## src/design/aes_pkg.sv

```systemverilog
// Shared definitions for the auto exposure search block: field codes, fixed
// constants, the microcode types and the read-only control program.
// No dependencies.
`timescale 1ns / 1ps

package aes_pkg;

    // Input function codes.
    localparam logic FUNC_START  = 1'b0;
    localparam logic FUNC_RESULT = 1'b1;

    // Result kinds.
    localparam logic [1:0] KIND_SCAN    = 2'd0;
    localparam logic [1:0] KIND_FINAL   = 2'd1;
    localparam logic [1:0] KIND_IGNORED = 2'd2;

    // Configuration register indexes.
    localparam logic [1:0] CFG_MAX_EXPOSURE = 2'd0;
    localparam logic [1:0] CFG_MIN_EXPOSURE = 2'd1;
    localparam logic [1:0] CFG_TARGET_FRAC  = 2'd2;

    // Register reset values.
    localparam logic [15:0] MAX_EXPOSURE_RST = 16'd10000;
    localparam logic [15:0] MIN_EXPOSURE_RST = 16'd10;
    localparam logic [10:0] TARGET_FRAC_RST  = 11'd717;

    // Scan times and limits in milliseconds; DIM_PEAK is a peak level.
    localparam logic [15:0] TEST_SHORT = 16'd24;
    localparam logic [15:0] TEST_LONG  = 16'd300;
    localparam logic [15:0] FAIL_TIME  = 16'd20;
    localparam logic [16:0] CLOSE_MS   = 17'd5;
    localparam logic [15:0] DIM_PEAK   = 16'd200;

    // Window test: 100 * peak against percentages of full scale.
    localparam int          LOW_PCT   = 30;
    localparam int          HIGH_PCT  = 90;
    localparam int          PK_W      = 23;
    localparam logic [PK_W-1:0] PCT_SCALE = 23'd100;

    // Fixed-point fraction scale is 1/1024, so ten bits.
    localparam int FRAC_BITS = 10;

    // Datapath operations driven by one control word.
    typedef enum logic [3:0] {
        OP_NOP,
        OP_START,
        OP_IGNORE,
        OP_TEST,
        OP_SEARCH,
        OP_TRIAL,
        OP_SAT_MAX,
        OP_PREP,
        OP_MUL1,
        OP_MUL2,
        OP_DIV_GO,
        OP_FINISH,
        OP_EMIT
    } t_op;

    // Jump conditions.
    typedef enum logic [3:0] {
        C_NEVER,
        C_ALWAYS,
        C_NO_INPUT,
        C_START,
        C_PH_IDLE,
        C_PH_TEST,
        C_CONT,
        C_C_NONPOS,
        C_DIV_BUSY
    } t_cond;

    typedef logic [4:0] t_addr;

    // Step addresses of the control program.
    localparam t_addr A_WAIT     = 5'd0;
    localparam t_addr A_DISPATCH = 5'd1;
    localparam t_addr A_CHK_IDLE = 5'd2;
    localparam t_addr A_CHK_TEST = 5'd3;
    localparam t_addr A_SEARCH   = 5'd4;
    localparam t_addr A_CHK_CONT = 5'd5;
    localparam t_addr A_PREP     = 5'd6;
    localparam t_addr A_CHK_DIV  = 5'd7;
    localparam t_addr A_MUL1     = 5'd8;
    localparam t_addr A_MUL2     = 5'd9;
    localparam t_addr A_DIV_GO   = 5'd10;
    localparam t_addr A_DIV_WAIT = 5'd11;
    localparam t_addr A_FINISH   = 5'd12;
    localparam t_addr A_EMIT     = 5'd13;
    localparam t_addr A_START    = 5'd14;
    localparam t_addr A_IGNORE   = 5'd15;
    localparam t_addr A_TEST     = 5'd16;
    localparam t_addr A_TRIAL    = 5'd17;
    localparam t_addr A_SAT_MAX  = 5'd18;

    // One control word: operation, jump condition and jump target.
    typedef struct packed {
        t_op   op;
        t_cond cond;
        t_addr target;
    } t_uword;

    // The control program. A step whose condition is false falls through.
    function automatic t_uword aes_rom(input t_addr addr);
        t_uword w;
        begin
            case (addr)
                A_WAIT:     w = '{op: OP_NOP,     cond: C_NO_INPUT, target: A_WAIT};
                A_DISPATCH: w = '{op: OP_NOP,     cond: C_START,    target: A_START};
                A_CHK_IDLE: w = '{op: OP_NOP,     cond: C_PH_IDLE,  target: A_IGNORE};
                A_CHK_TEST: w = '{op: OP_NOP,     cond: C_PH_TEST,  target: A_TEST};
                A_SEARCH:   w = '{op: OP_SEARCH,  cond: C_NEVER,    target: A_WAIT};
                A_CHK_CONT: w = '{op: OP_NOP,     cond: C_CONT,     target: A_TRIAL};
                A_PREP:     w = '{op: OP_PREP,    cond: C_NEVER,    target: A_WAIT};
                A_CHK_DIV:  w = '{op: OP_NOP,     cond: C_C_NONPOS, target: A_SAT_MAX};
                A_MUL1:     w = '{op: OP_MUL1,    cond: C_NEVER,    target: A_WAIT};
                A_MUL2:     w = '{op: OP_MUL2,    cond: C_NEVER,    target: A_WAIT};
                A_DIV_GO:   w = '{op: OP_DIV_GO,  cond: C_NEVER,    target: A_WAIT};
                A_DIV_WAIT: w = '{op: OP_NOP,     cond: C_DIV_BUSY, target: A_DIV_WAIT};
                A_FINISH:   w = '{op: OP_FINISH,  cond: C_ALWAYS,   target: A_EMIT};
                A_EMIT:     w = '{op: OP_EMIT,    cond: C_ALWAYS,   target: A_WAIT};
                A_START:    w = '{op: OP_START,   cond: C_ALWAYS,   target: A_EMIT};
                A_IGNORE:   w = '{op: OP_IGNORE,  cond: C_ALWAYS,   target: A_EMIT};
                A_TEST:     w = '{op: OP_TEST,    cond: C_ALWAYS,   target: A_EMIT};
                A_TRIAL:    w = '{op: OP_TRIAL,   cond: C_ALWAYS,   target: A_EMIT};
                A_SAT_MAX:  w = '{op: OP_SAT_MAX, cond: C_ALWAYS,   target: A_EMIT};
                default:    w = '{op: OP_NOP,     cond: C_ALWAYS,   target: A_WAIT};
            endcase
            return w;
        end
    endfunction

endpackage

```

## src/design/aes_div.sv

```systemverilog
// Iterative restoring divider for the exposure extrapolation, one quotient
// bit per cycle. Self-contained; no package dependencies.
`timescale 1ns / 1ps

module aes_div #(
    parameter int DVD_W = 33,
    parameter int DVS_W = 16
) (
    input  logic             i_clk,
    input  logic             i_rst_n,
    input  logic             i_start,
    input  logic [DVD_W-1:0] i_dividend,
    input  logic [DVS_W-1:0] i_divisor,
    output logic             o_busy,
    output logic [DVD_W-1:0] o_quotient
);

    localparam int CNT_W = $clog2(DVD_W + 1);

    logic             r_busy;
    logic [CNT_W-1:0] r_cnt;
    logic [DVD_W-1:0] r_quo;
    logic [DVS_W-1:0] r_rem;
    logic [DVS_W-1:0] r_dvs;

    logic [DVS_W:0]   w_trial;
    logic             w_fits;
    logic [DVS_W:0]   w_diff;

    // Bring down the next dividend bit and try the subtraction.
    assign w_trial = {r_rem, r_quo[DVD_W-1]};
    assign w_fits  = (w_trial >= {1'b0, r_dvs});
    assign w_diff  = w_trial - {1'b0, r_dvs};

    // Step counter and busy flag.
    always_ff @(posedge i_clk) begin
        if (!i_rst_n) begin
            r_busy <= 1'b0;
            r_cnt  <= '0;
        end else if (i_start) begin
            r_busy <= 1'b1;
            r_cnt  <= CNT_W'(DVD_W);
        end else if (r_busy) begin
            r_cnt <= r_cnt - 1'b1;
            if (r_cnt == CNT_W'(1)) begin
                r_busy <= 1'b0;
            end
        end
    end

    // Partial remainder and quotient shift register.
    always_ff @(posedge i_clk) begin
        if (i_start) begin
            r_quo <= i_dividend;
            r_rem <= '0;
            r_dvs <= i_divisor;
        end else if (r_busy) begin
            r_quo <= {r_quo[DVD_W-2:0], w_fits};
            r_rem <= w_fits ? w_diff[DVS_W-1:0] : w_trial[DVS_W-1:0];
        end
    end

    assign o_busy     = r_busy;
    assign o_quotient = r_quo;

endmodule

```

## src/design/auto_exposure_search.sv

```systemverilog
// Auto exposure search: one item at a time under a microcoded sequencer.
// An extrapolated final time waits on the one-bit-per-cycle divider (dividend
// width 33 at the default FULL_SCALE). The next item is accepted once the
// sequencer is back at its wait step. Synchronous active-low reset restores
// register defaults.
`timescale 1ns / 1ps

module auto_exposure_search
    import aes_pkg::*;
#(
    parameter int FULL_SCALE = 16384
) (
    input  logic               i_clk,
    input  logic               i_rst_n,
    // Item input channel
    input  logic               i_in_valid,
    output logic               o_in_stall,
    input  logic               i_func,
    input  logic signed [16:0] i_requested_time,
    input  logic signed [16:0] i_zenith_time,
    input  logic [15:0]        i_scan_peak,
    input  logic               i_scan_failed,
    // Result output channel
    output logic               o_out_valid,
    input  logic               i_out_stall,
    output logic [1:0]         o_kind,
    output logic [15:0]        o_exposure_ms,
    output logic signed [16:0] o_recorded_time,
    // Configuration write channel
    input  logic               i_cfg_valid,
    output logic               o_cfg_ready,
    input  logic [1:0]         i_cfg_index,
    input  logic [15:0]        i_cfg_data
);

    // Widths that follow from the full scale.
    localparam int FS_W   = $clog2(FULL_SCALE + 1);
    localparam int AM_W   = (FS_W > 16) ? FS_W : 16;
    localparam int P1_W   = 11 + AM_W;
    localparam int P2_W   = P1_W + 16;
    localparam int DVD_W  = P2_W - FRAC_BITS;
    localparam int TW     = DVD_W + 2;
    localparam int NT_W   = 11 + FS_W;
    localparam int CMP_W  = (NT_W > 16 + FRAC_BITS) ? NT_W : 16 + FRAC_BITS;

    localparam logic [FS_W-1:0] FS_VEC   = FS_W'(FULL_SCALE);
    localparam logic [PK_W-1:0] LOW_LIM  = PK_W'(LOW_PCT * FULL_SCALE);
    localparam logic [PK_W-1:0] HIGH_LIM = PK_W'(HIGH_PCT * FULL_SCALE);

    typedef enum logic [1:0] {
        PH_IDLE,
        PH_TEST,
        PH_SEARCH
    } t_phase;

    // Sequencer and model state.
    t_addr       r_pc,        n_pc;
    t_phase      r_phase,     n_phase;
    logic [15:0] r_noise,     n_noise;
    logic [15:0] r_low,       n_low;
    logic [15:0] r_high,      n_high;
    logic [15:0] r_trial,     n_trial;
    logic [15:0] r_last_peak, n_last_peak;
    logic [16:0] r_saved,     n_saved;
    logic        r_cont,      n_cont;
    logic [15:0] r_max,       n_max;
    logic [15:0] r_min,       n_min;
    logic [10:0] r_target,    n_target;
    logic        r_out_valid, n_out_valid;

    // Latched input beat.
    logic        r_func,      n_func;
    logic [16:0] r_req,       n_req;
    logic [16:0] r_zen,       n_zen;
    logic [15:0] r_peak,      n_peak;
    logic        r_failed,    n_failed;

    // Staged result and output register.
    logic [1:0]  r_res_kind,  n_res_kind;
    logic [15:0] r_res_exp,   n_res_exp;
    logic [16:0] r_res_rec,   n_res_rec;
    logic [1:0]  r_out_kind,  n_out_kind;
    logic [15:0] r_out_exp,   n_out_exp;
    logic [16:0] r_out_rec,   n_out_rec;

    // Extrapolation datapath.
    logic [AM_W-1:0] r_a_mag,    n_a_mag;
    logic [15:0]     r_b_mag,    n_b_mag;
    logic            r_neg,      n_neg;
    logic [15:0]     r_c_mag,    n_c_mag;
    logic            r_c_nonpos, n_c_nonpos;
    logic [P1_W-1:0] r_p1,       n_p1;
    logic [P2_W-1:0] r_p2,       n_p2;

    t_uword      w_word;
    logic        w_take;
    logic        w_hold;
    logic        w_in_acc;
    logic        w_out_acc;
    logic        w_div_start;
    logic        w_div_busy;
    logic [DVD_W-1:0] w_quo;

    // Start item values.
    logic        w_req_pos;
    logic        w_req_zero;
    logic [16:0] w_zen_mag;
    logic [15:0] w_zen_sat;
    logic [15:0] w_zen_t;

    // Test scan values.
    logic [CMP_W-1:0] w_pk_scaled;
    logic [CMP_W-1:0] w_noise_lim;
    logic             w_noisy;

    // Search step values.
    logic [15:0]     w_s_peak;
    logic [PK_W-1:0] w_s_pk100;
    logic            w_too_low;
    logic            w_too_high;
    logic            w_at_max;
    logic [16:0]     w_dbl;
    logic [15:0]     w_dbl_sat;
    logic [16:0]     w_sum_ht;
    logic [16:0]     w_sum_tl;
    logic [15:0]     w_s_low;
    logic [15:0]     w_s_high;
    logic [15:0]     w_s_trial;
    logic [16:0]     w_s_gap;
    logic            w_s_cont;

    // Preparation values.
    logic [AM_W:0]   w_a_s;
    logic [AM_W:0]   w_a_neg_s;
    logic [16:0]     w_b_s;
    logic [16:0]     w_b_neg_s;
    logic [16:0]     w_c_s;

    // Final clamp values.
    logic [TW-1:0]   w_q_ext;
    logic [TW-1:0]   w_t_s;
    logic            w_gt_max;
    logic            w_lt_min;
    logic [15:0]     w_fin_t;

    // Divider for the extrapolated time.
    aes_div #(
        .DVD_W (DVD_W),
        .DVS_W (16)
    ) u_div (
        .i_clk      (i_clk),
        .i_rst_n    (i_rst_n),
        .i_start    (w_div_start),
        .i_dividend (r_p2[P2_W-1:FRAC_BITS]),
        .i_divisor  (r_c_mag),
        .o_busy     (w_div_busy),
        .o_quotient (w_quo)
    );

    // Control word fetch and handshakes.
    assign w_word      = aes_rom(r_pc);
    assign o_in_stall  = (r_pc != A_WAIT);
    assign w_in_acc    = i_in_valid && !o_in_stall;
    assign w_out_acc   = r_out_valid && !i_out_stall;
    assign w_hold      = (w_word.op == OP_EMIT) && r_out_valid && i_out_stall;
    assign w_div_start = (w_word.op == OP_DIV_GO);
    assign o_cfg_ready = 1'b1;

    // Start item: fixed request, or zenith magnitude with saturation.
    assign w_req_pos  = !r_req[16] && (r_req != 17'd0);
    assign w_req_zero = (r_req == 17'd0);
    assign w_zen_mag  = r_zen[16] ? (17'd0 - r_zen) : r_zen;
    assign w_zen_sat  = w_zen_mag[16] ? 16'hFFFF : w_zen_mag[15:0];
    assign w_zen_t    = (w_zen_sat == 16'd1) ? r_max : w_zen_sat;

    // Test scan: noise cutoff at target fraction of full scale.
    assign w_pk_scaled = CMP_W'({r_peak, {FRAC_BITS{1'b0}}});
    assign w_noise_lim = CMP_W'(r_target * FS_VEC);
    assign w_noisy     = (w_pk_scaled > w_noise_lim);

    // Search step: window test and bound update.
    assign w_s_peak   = r_failed ? r_last_peak : r_peak;
    assign w_s_pk100  = PK_W'(w_s_peak) * PCT_SCALE;
    assign w_too_low  = (w_s_pk100 < LOW_LIM);
    assign w_too_high = (w_s_pk100 > HIGH_LIM);
    assign w_at_max   = (r_trial >= r_max);
    assign w_dbl      = {r_high, 1'b0};
    assign w_dbl_sat  = w_dbl[16] ? 16'hFFFF : w_dbl[15:0];
    assign w_sum_ht   = {1'b0, r_high} + {1'b0, r_trial};
    assign w_sum_tl   = {1'b0, r_trial} + {1'b0, r_low};

    always_comb begin
        w_s_low   = r_low;
        w_s_high  = r_high;
        w_s_trial = r_trial;
        if (w_too_low) begin
            if (r_high == r_trial) begin
                w_s_low   = r_high;
                w_s_high  = w_dbl_sat;
                w_s_trial = w_dbl_sat;
            end else begin
                w_s_low   = r_trial;
                w_s_trial = w_sum_ht[16:1];
            end
        end else if (w_too_high) begin
            w_s_high  = r_trial;
            w_s_trial = w_sum_tl[16:1];
        end
    end

    assign w_s_gap  = {1'b0, w_s_high} - {1'b0, w_s_low};
    assign w_s_cont = (w_too_low || w_too_high || w_at_max)
                      && !w_s_gap[16] && (w_s_gap >= CLOSE_MS);

    // Extrapolation operands as sign and magnitude.
    assign w_a_s     = (AM_W + 1)'(FULL_SCALE) - (AM_W + 1)'(r_noise);
    assign w_a_neg_s = '0 - w_a_s;
    assign w_b_s     = {1'b0, r_trial} - {1'b0, TEST_SHORT};
    assign w_b_neg_s = 17'd0 - w_b_s;
    assign w_c_s     = {1'b0, r_last_peak} - {1'b0, r_noise};

    // Extrapolated time and clamp.
    assign w_q_ext  = {2'b00, w_quo};
    assign w_t_s    = r_neg ? (TW'(TEST_SHORT) - w_q_ext) : (TW'(TEST_SHORT) + w_q_ext);
    assign w_gt_max = !w_t_s[TW-1] && (w_t_s > TW'(r_max));
    assign w_lt_min = w_t_s[TW-1] || (w_t_s < TW'(r_min));

    always_comb begin
        if (w_gt_max) begin
            w_fin_t = r_max;
        end else if (w_lt_min) begin
            w_fin_t = (r_last_peak < DIM_PEAK) ? r_max : r_min;
        end else begin
            w_fin_t = w_t_s[15:0];
        end
    end

    // Sequencer: next step and datapath operation of the current word.
    always_comb begin
        n_phase     = r_phase;
        n_noise     = r_noise;
        n_low       = r_low;
        n_high      = r_high;
        n_trial     = r_trial;
        n_last_peak = r_last_peak;
        n_saved     = r_saved;
        n_cont      = r_cont;
        n_max       = r_max;
        n_min       = r_min;
        n_target    = r_target;
        n_func      = r_func;
        n_req       = r_req;
        n_zen       = r_zen;
        n_peak      = r_peak;
        n_failed    = r_failed;
        n_res_kind  = r_res_kind;
        n_res_exp   = r_res_exp;
        n_res_rec   = r_res_rec;
        n_out_valid = r_out_valid && !w_out_acc;
        n_out_kind  = r_out_kind;
        n_out_exp   = r_out_exp;
        n_out_rec   = r_out_rec;
        n_a_mag     = r_a_mag;
        n_b_mag     = r_b_mag;
        n_neg       = r_neg;
        n_c_mag     = r_c_mag;
        n_c_nonpos  = r_c_nonpos;
        n_p1        = r_p1;
        n_p2        = r_p2;

        // Jump condition.
        case (w_word.cond)
            C_NEVER:    w_take = 1'b0;
            C_ALWAYS:   w_take = 1'b1;
            C_NO_INPUT: w_take = !i_in_valid;
            C_START:    w_take = (r_func == FUNC_START);
            C_PH_IDLE:  w_take = (r_phase == PH_IDLE);
            C_PH_TEST:  w_take = (r_phase == PH_TEST);
            C_CONT:     w_take = r_cont;
            C_C_NONPOS: w_take = r_c_nonpos;
            C_DIV_BUSY: w_take = w_div_busy;
            default:    w_take = 1'b0;
        endcase

        if (w_hold) begin
            n_pc = r_pc;
        end else if (w_take) begin
            n_pc = w_word.target;
        end else begin
            n_pc = t_addr'(r_pc + 1'b1);
        end

        // Input beat capture.
        if (w_in_acc) begin
            n_func   = i_func;
            n_req    = i_requested_time;
            n_zen    = i_zenith_time;
            n_peak   = i_scan_peak;
            n_failed = i_scan_failed;
        end

        // Configuration writes.
        if (i_cfg_valid) begin
            case (i_cfg_index)
                CFG_MAX_EXPOSURE: n_max    = i_cfg_data;
                CFG_MIN_EXPOSURE: n_min    = i_cfg_data;
                CFG_TARGET_FRAC:  n_target = i_cfg_data[10:0];
                default: ;
            endcase
        end

        // Datapath operation.
        case (w_word.op)
            OP_START: begin
                if (w_req_pos) begin
                    n_phase    = PH_IDLE;
                    n_res_kind = KIND_FINAL;
                    n_res_exp  = r_req[15:0];
                    n_res_rec  = r_req;
                end else if (w_req_zero) begin
                    n_phase    = PH_IDLE;
                    n_res_kind = KIND_FINAL;
                    n_res_exp  = w_zen_t;
                    n_res_rec  = 17'd0 - {1'b0, w_zen_t};
                end else begin
                    n_saved    = r_req;
                    n_phase    = PH_TEST;
                    n_res_kind = KIND_SCAN;
                    n_res_exp  = TEST_SHORT;
                    n_res_rec  = 17'd0;
                end
            end
            OP_IGNORE: begin
                n_res_kind = KIND_IGNORED;
                n_res_exp  = 16'd0;
                n_res_rec  = 17'd0;
            end
            OP_TEST: begin
                if (r_failed) begin
                    n_phase    = PH_IDLE;
                    n_res_kind = KIND_FINAL;
                    n_res_exp  = FAIL_TIME;
                    n_res_rec  = r_saved;
                end else begin
                    n_noise     = r_peak;
                    n_last_peak = r_peak;
                    if (w_noisy) begin
                        n_phase    = PH_IDLE;
                        n_res_kind = KIND_FINAL;
                        n_res_exp  = TEST_SHORT;
                        n_res_rec  = 17'd0 - {1'b0, TEST_SHORT};
                    end else begin
                        n_low      = TEST_SHORT;
                        n_high     = TEST_LONG;
                        n_trial    = TEST_LONG;
                        n_phase    = PH_SEARCH;
                        n_res_kind = KIND_SCAN;
                        n_res_exp  = TEST_LONG;
                        n_res_rec  = 17'd0;
                    end
                end
            end
            OP_SEARCH: begin
                n_last_peak = w_s_peak;
                n_low       = w_s_low;
                n_high      = w_s_high;
                n_trial     = w_s_trial;
                n_cont      = w_s_cont;
            end
            OP_TRIAL: begin
                n_res_kind = KIND_SCAN;
                n_res_exp  = r_trial;
                n_res_rec  = 17'd0;
            end
            OP_PREP: begin
                n_phase    = PH_IDLE;
                n_a_mag    = w_a_s[AM_W] ? w_a_neg_s[AM_W-1:0] : w_a_s[AM_W-1:0];
                n_b_mag    = w_b_s[16] ? w_b_neg_s[15:0] : w_b_s[15:0];
                n_neg      = w_a_s[AM_W] ^ w_b_s[16];
                n_c_mag    = w_c_s[15:0];
                n_c_nonpos = w_c_s[16] || (w_c_s == 17'd0);
            end
            OP_SAT_MAX: begin
                n_res_kind = KIND_FINAL;
                n_res_exp  = r_max;
                n_res_rec  = 17'd0 - {1'b0, r_max};
            end
            OP_MUL1: begin
                n_p1 = P1_W'(r_target) * P1_W'(r_a_mag);
            end
            OP_MUL2: begin
                n_p2 = P2_W'(r_p1) * P2_W'(r_b_mag);
            end
            OP_FINISH: begin
                n_res_kind = KIND_FINAL;
                n_res_exp  = w_fin_t;
                n_res_rec  = 17'd0 - {1'b0, w_fin_t};
            end
            OP_EMIT: begin
                if (!w_hold) begin
                    n_out_valid = 1'b1;
                    n_out_kind  = r_res_kind;
                    n_out_exp   = r_res_exp;
                    n_out_rec   = r_res_rec;
                end
            end
            default: ;
        endcase
    end

    // Control state, model state and configuration registers.
    always_ff @(posedge i_clk) begin
        if (!i_rst_n) begin
            r_pc        <= A_WAIT;
            r_phase     <= PH_IDLE;
            r_noise     <= '0;
            r_low       <= '0;
            r_high      <= '0;
            r_trial     <= '0;
            r_last_peak <= '0;
            r_saved     <= '0;
            r_cont      <= 1'b0;
            r_max       <= MAX_EXPOSURE_RST;
            r_min       <= MIN_EXPOSURE_RST;
            r_target    <= TARGET_FRAC_RST;
            r_out_valid <= 1'b0;
        end else begin
            r_pc        <= n_pc;
            r_phase     <= n_phase;
            r_noise     <= n_noise;
            r_low       <= n_low;
            r_high      <= n_high;
            r_trial     <= n_trial;
            r_last_peak <= n_last_peak;
            r_saved     <= n_saved;
            r_cont      <= n_cont;
            r_max       <= n_max;
            r_min       <= n_min;
            r_target    <= n_target;
            r_out_valid <= n_out_valid;
        end
    end

    // Payload registers.
    always_ff @(posedge i_clk) begin
        r_func     <= n_func;
        r_req      <= n_req;
        r_zen      <= n_zen;
        r_peak     <= n_peak;
        r_failed   <= n_failed;
        r_res_kind <= n_res_kind;
        r_res_exp  <= n_res_exp;
        r_res_rec  <= n_res_rec;
        r_out_kind <= n_out_kind;
        r_out_exp  <= n_out_exp;
        r_out_rec  <= n_out_rec;
        r_a_mag    <= n_a_mag;
        r_b_mag    <= n_b_mag;
        r_neg      <= n_neg;
        r_c_mag    <= n_c_mag;
        r_c_nonpos <= n_c_nonpos;
        r_p1       <= n_p1;
        r_p2       <= n_p2;
    end

    assign o_out_valid     = r_out_valid;
    assign o_kind          = r_out_kind;
    assign o_exposure_ms   = r_out_exp;
    assign o_recorded_time = r_out_rec;

endmodule

```

## config.mk

```make
export PLATFORM = sky130hd
export DESIGN_NAME = auto_exposure_search
export DESIGN_NICKNAME = d
export VERILOG_FILES = /design/src/design/aes_pkg.sv /design/src/design/aes_div.sv /design/src/design/auto_exposure_search.sv
export SDC_FILE = /design/constraint.sdc
export NUM_CORES = 2
export LEC_CHECK = 0
export BUFFER_PORTS_ARGS = -buffer_cell sky130_fd_sc_hd__buf_2
export CAP_MARGIN = 0
export CORE_MARGIN = 5
export CORE_UTILIZATION = 60
export DETAILED_ROUTE_END_ITERATION = 8
export GPL_ROUTABILITY_DRIVEN = 0
export GPL_TIMING_DRIVEN = 1
export PLACE_DENSITY = 0.88
export SETUP_SLACK_MARGIN = 0.1
export SYNTH_ARGS = -nofsm -noshare
export SYNTH_HDL_FRONTEND = slang
export SYNTH_SLANG_ARGS = --single-unit
```

## constraint.sdc

```tcl
create_clock -name i_clk -period 12.12 [get_ports i_clk]
set_clock_uncertainty 0.2 [all_clocks]
set_input_delay 2.424 -clock i_clk [delete_from_list [all_inputs] [get_ports i_clk]]
set_output_delay 2.424 -clock i_clk [all_outputs]
set_load 0.02 [all_outputs]
```

==> run metrics <==
Slew @ Worst Pin roughly 1.3 ns; Syn Std Cell Area 47200 µm²; Pins Over Slew Limit 0; largest net degree at the start of global routing between 70 and 80; outcome finished with violations; crit path kind reg2reg; final core utilization 0.646; proportion of layout cells with a drive suffix above 1 0.0586; area grow syn2layout 6.40%; WL per Instance 21.1 µm; clk slew on worst S/H paths 0.06 ns; Post-synth top flop edfxtp_1; Crit path buffers/inverters 2; Mapped Cells between 5000 and 6000; root buf cell clkbuf_16; endpoints failing setup 0; DRC viols 160; drt initial violations about 5600; flops & latches, synth 466; CTS Buf Count between 40 and 50; crit path capture type flip-flop; slowest CP cell o21ai_1; cell with the most instances after synthesis nand2_1; largest area contributor in the netlist fa_1; GRT Residual Overflow 0; HPWL Detailed a little under 100 mm; Placed Area 48400 µm²; Finished Cell Area between 50000 and 60000 µm²; Synth Area in XOR/XNOR 0.0368; Post-synth EDFFs 281; Pre-antenna DRT Iters 9; starting density of the core 0.607; Data required, critical path 12.41 ns; RSZ-0062 raised after global routing no; Clock H-tree levels 2; post-synthesis mux area share 0.0135; Core Area 77700 µm²; Arr. time, crit path 10.18 ns; Antenna Nets Post-Route 0; post-synthesis adder-cell area fraction 0.310; final hold violation count 0; CP max stage delay 0.90 ns; failing checks DRC; placed insts 6173; critical path peak fanout 29; Max Cap Viol 0; first-pass GRT wire length 212 mm; Die Span Y 290 µm; post-cts resize count 0; # hold bufs at CTS 0; initial antenna violation count 1; GRT Overall Usage 0.306; largest family of logic cells by synthesized area adder cells; crit share post-route 0.816; CTS tree built; crit path launch type flip-flop; Total Nets Final 6133; Final TNS setup 0 ns; ys async rst share 0; crit-path leading delay family compound AO/OA/AOI/OAI gates; Buffers on Ports roughly 110; Fmax about 100 MHz; Synth area leaders fa_1 21%, edfxtp_1 18%, ha_1 10%, dfxtp_1 7.9%, nand2_1 6.6%; Mapped Avg Cell Area 9.01 µm²; fin crit period between 9 and 10 ns; Hold Crit Class reg2reg; Synth Warn # 0; Worst slew margin 0.136; final cell count without fillers 6266; post-synth top area share 0.207; setup bufs post-CTS 0; Clock Path Buffers 3; Simple-Gate Fraction of Synth Area 0.174; net count after synthesis 6185; complex-gate fraction of the synthesized area 0.132; insertion delay to the later sink of the worst-skew pair 0.64 ns; CTS sink cnt 466; sequential share of the synthesized area 0.257; commonest cells in the netlist 826 x nand2_1, 690 x inv_1, 488 x fa_1, 386 x ha_1, 281 x edfxtp_1; Layout fillers 5770; Rows around 100; Unique masters post-synth 95; Die ar. 84300 µm²; Chip Width 290 µm; number of global-route vias before repair 40700; Ports 113; overall routed net length 132 mm; vias per inst 6.39; DR vias 40100
layout make-up:
class,count,area [µm²],area share
clock inverters,32,469,0.00935
flip-flops and latches,466,12100,0.242
multi-input cells,3821,31500,0.628
repair buffers,155,886,0.0177
inverters,691,2590,0.0517
clock buffers,60,1290,0.0257
well taps,1040,1300,0.0259
diodes,1,2.50,0.0000499
sequential cells by signal (all words and copies together), names as in the netlist, 17 cells and up:
name / count
r_saved: 17
u_div.o_quotient: 33
r_p2: 33
r_req: 17
r_res_rec: 17
r_p1: 27
o_recorded_time: 17
r_zen: 17
layer usage:
| layer | vias up | track usage | part of all wire |
|---|---|---|---|
| met3 | 687 | 0.0740 | 0.12 |
| met4 | 0 | 0.143 | 0.060 |
| met2 | 2664 | 0.500 | 0.46 |
| met5 | - | 0 | 0 |
| li1 | 17500 | - | - |
| met1 | 19200 | 0.386 | 0.35 |
path summary, 6_finish.rpt:
path         slack, ns                     from  depth (start not counted)             endpoint
max reg2reg       2.23       r_failed$_DFFE_PP_                         34  r_cont$_SDFFE_PN0P_
min reg2reg       0.22  r_res_kind[1]$_DFFE_PP_                          0  o_kind[1]$_DFFE_PP_
max               2.23       r_failed$_DFFE_PP_                         34  r_cont$_SDFFE_PN0P_
min               0.22  r_res_kind[1]$_DFFE_PP_                          0  o_kind[1]$_DFFE_PP_
cells in the final DEF, fill, tap and decap left out, types with 50 or more instances in the layout:
master	instances
buf_2	111
ha_1	386
fa_1	488
dfxtp_1	185
nand2_1	826
nor3_1	92
clkbuf_16	50
nand3_1	69
a21oi_1	278
xnor2_1	142
xor2_1	56
edfxtp_1	281
and2_1	229
a21o_1	59
nor2_1	243
o21ai_0	169
inv_1	689
through the flow:
step                hold slack, ns  setup WS, ns
finish                       0.216          2.23
global route                 0.230          1.54
CTS                          0.217          2.35
detailed placement           0.205          2.40
global placement             0.202          2.77
floorplan                    0.200          3.35
kinds of logic (layout without fill, tap and decap cells):
group | Yosys count | after routing
simple gates | 1751 | 1751
flops | 466 | 466
mux | 61 | 61
buf+inv | 949 | 938
xor+xnor | 198 | 198
fa+ha+maj | 874 | 874
compound gates | 936 | 936
other cells | 1 | 2
Power is left out: the tool's default activity adds up to more than one toggle a clock period on the data nets, which glitch-free logic cannot reach.
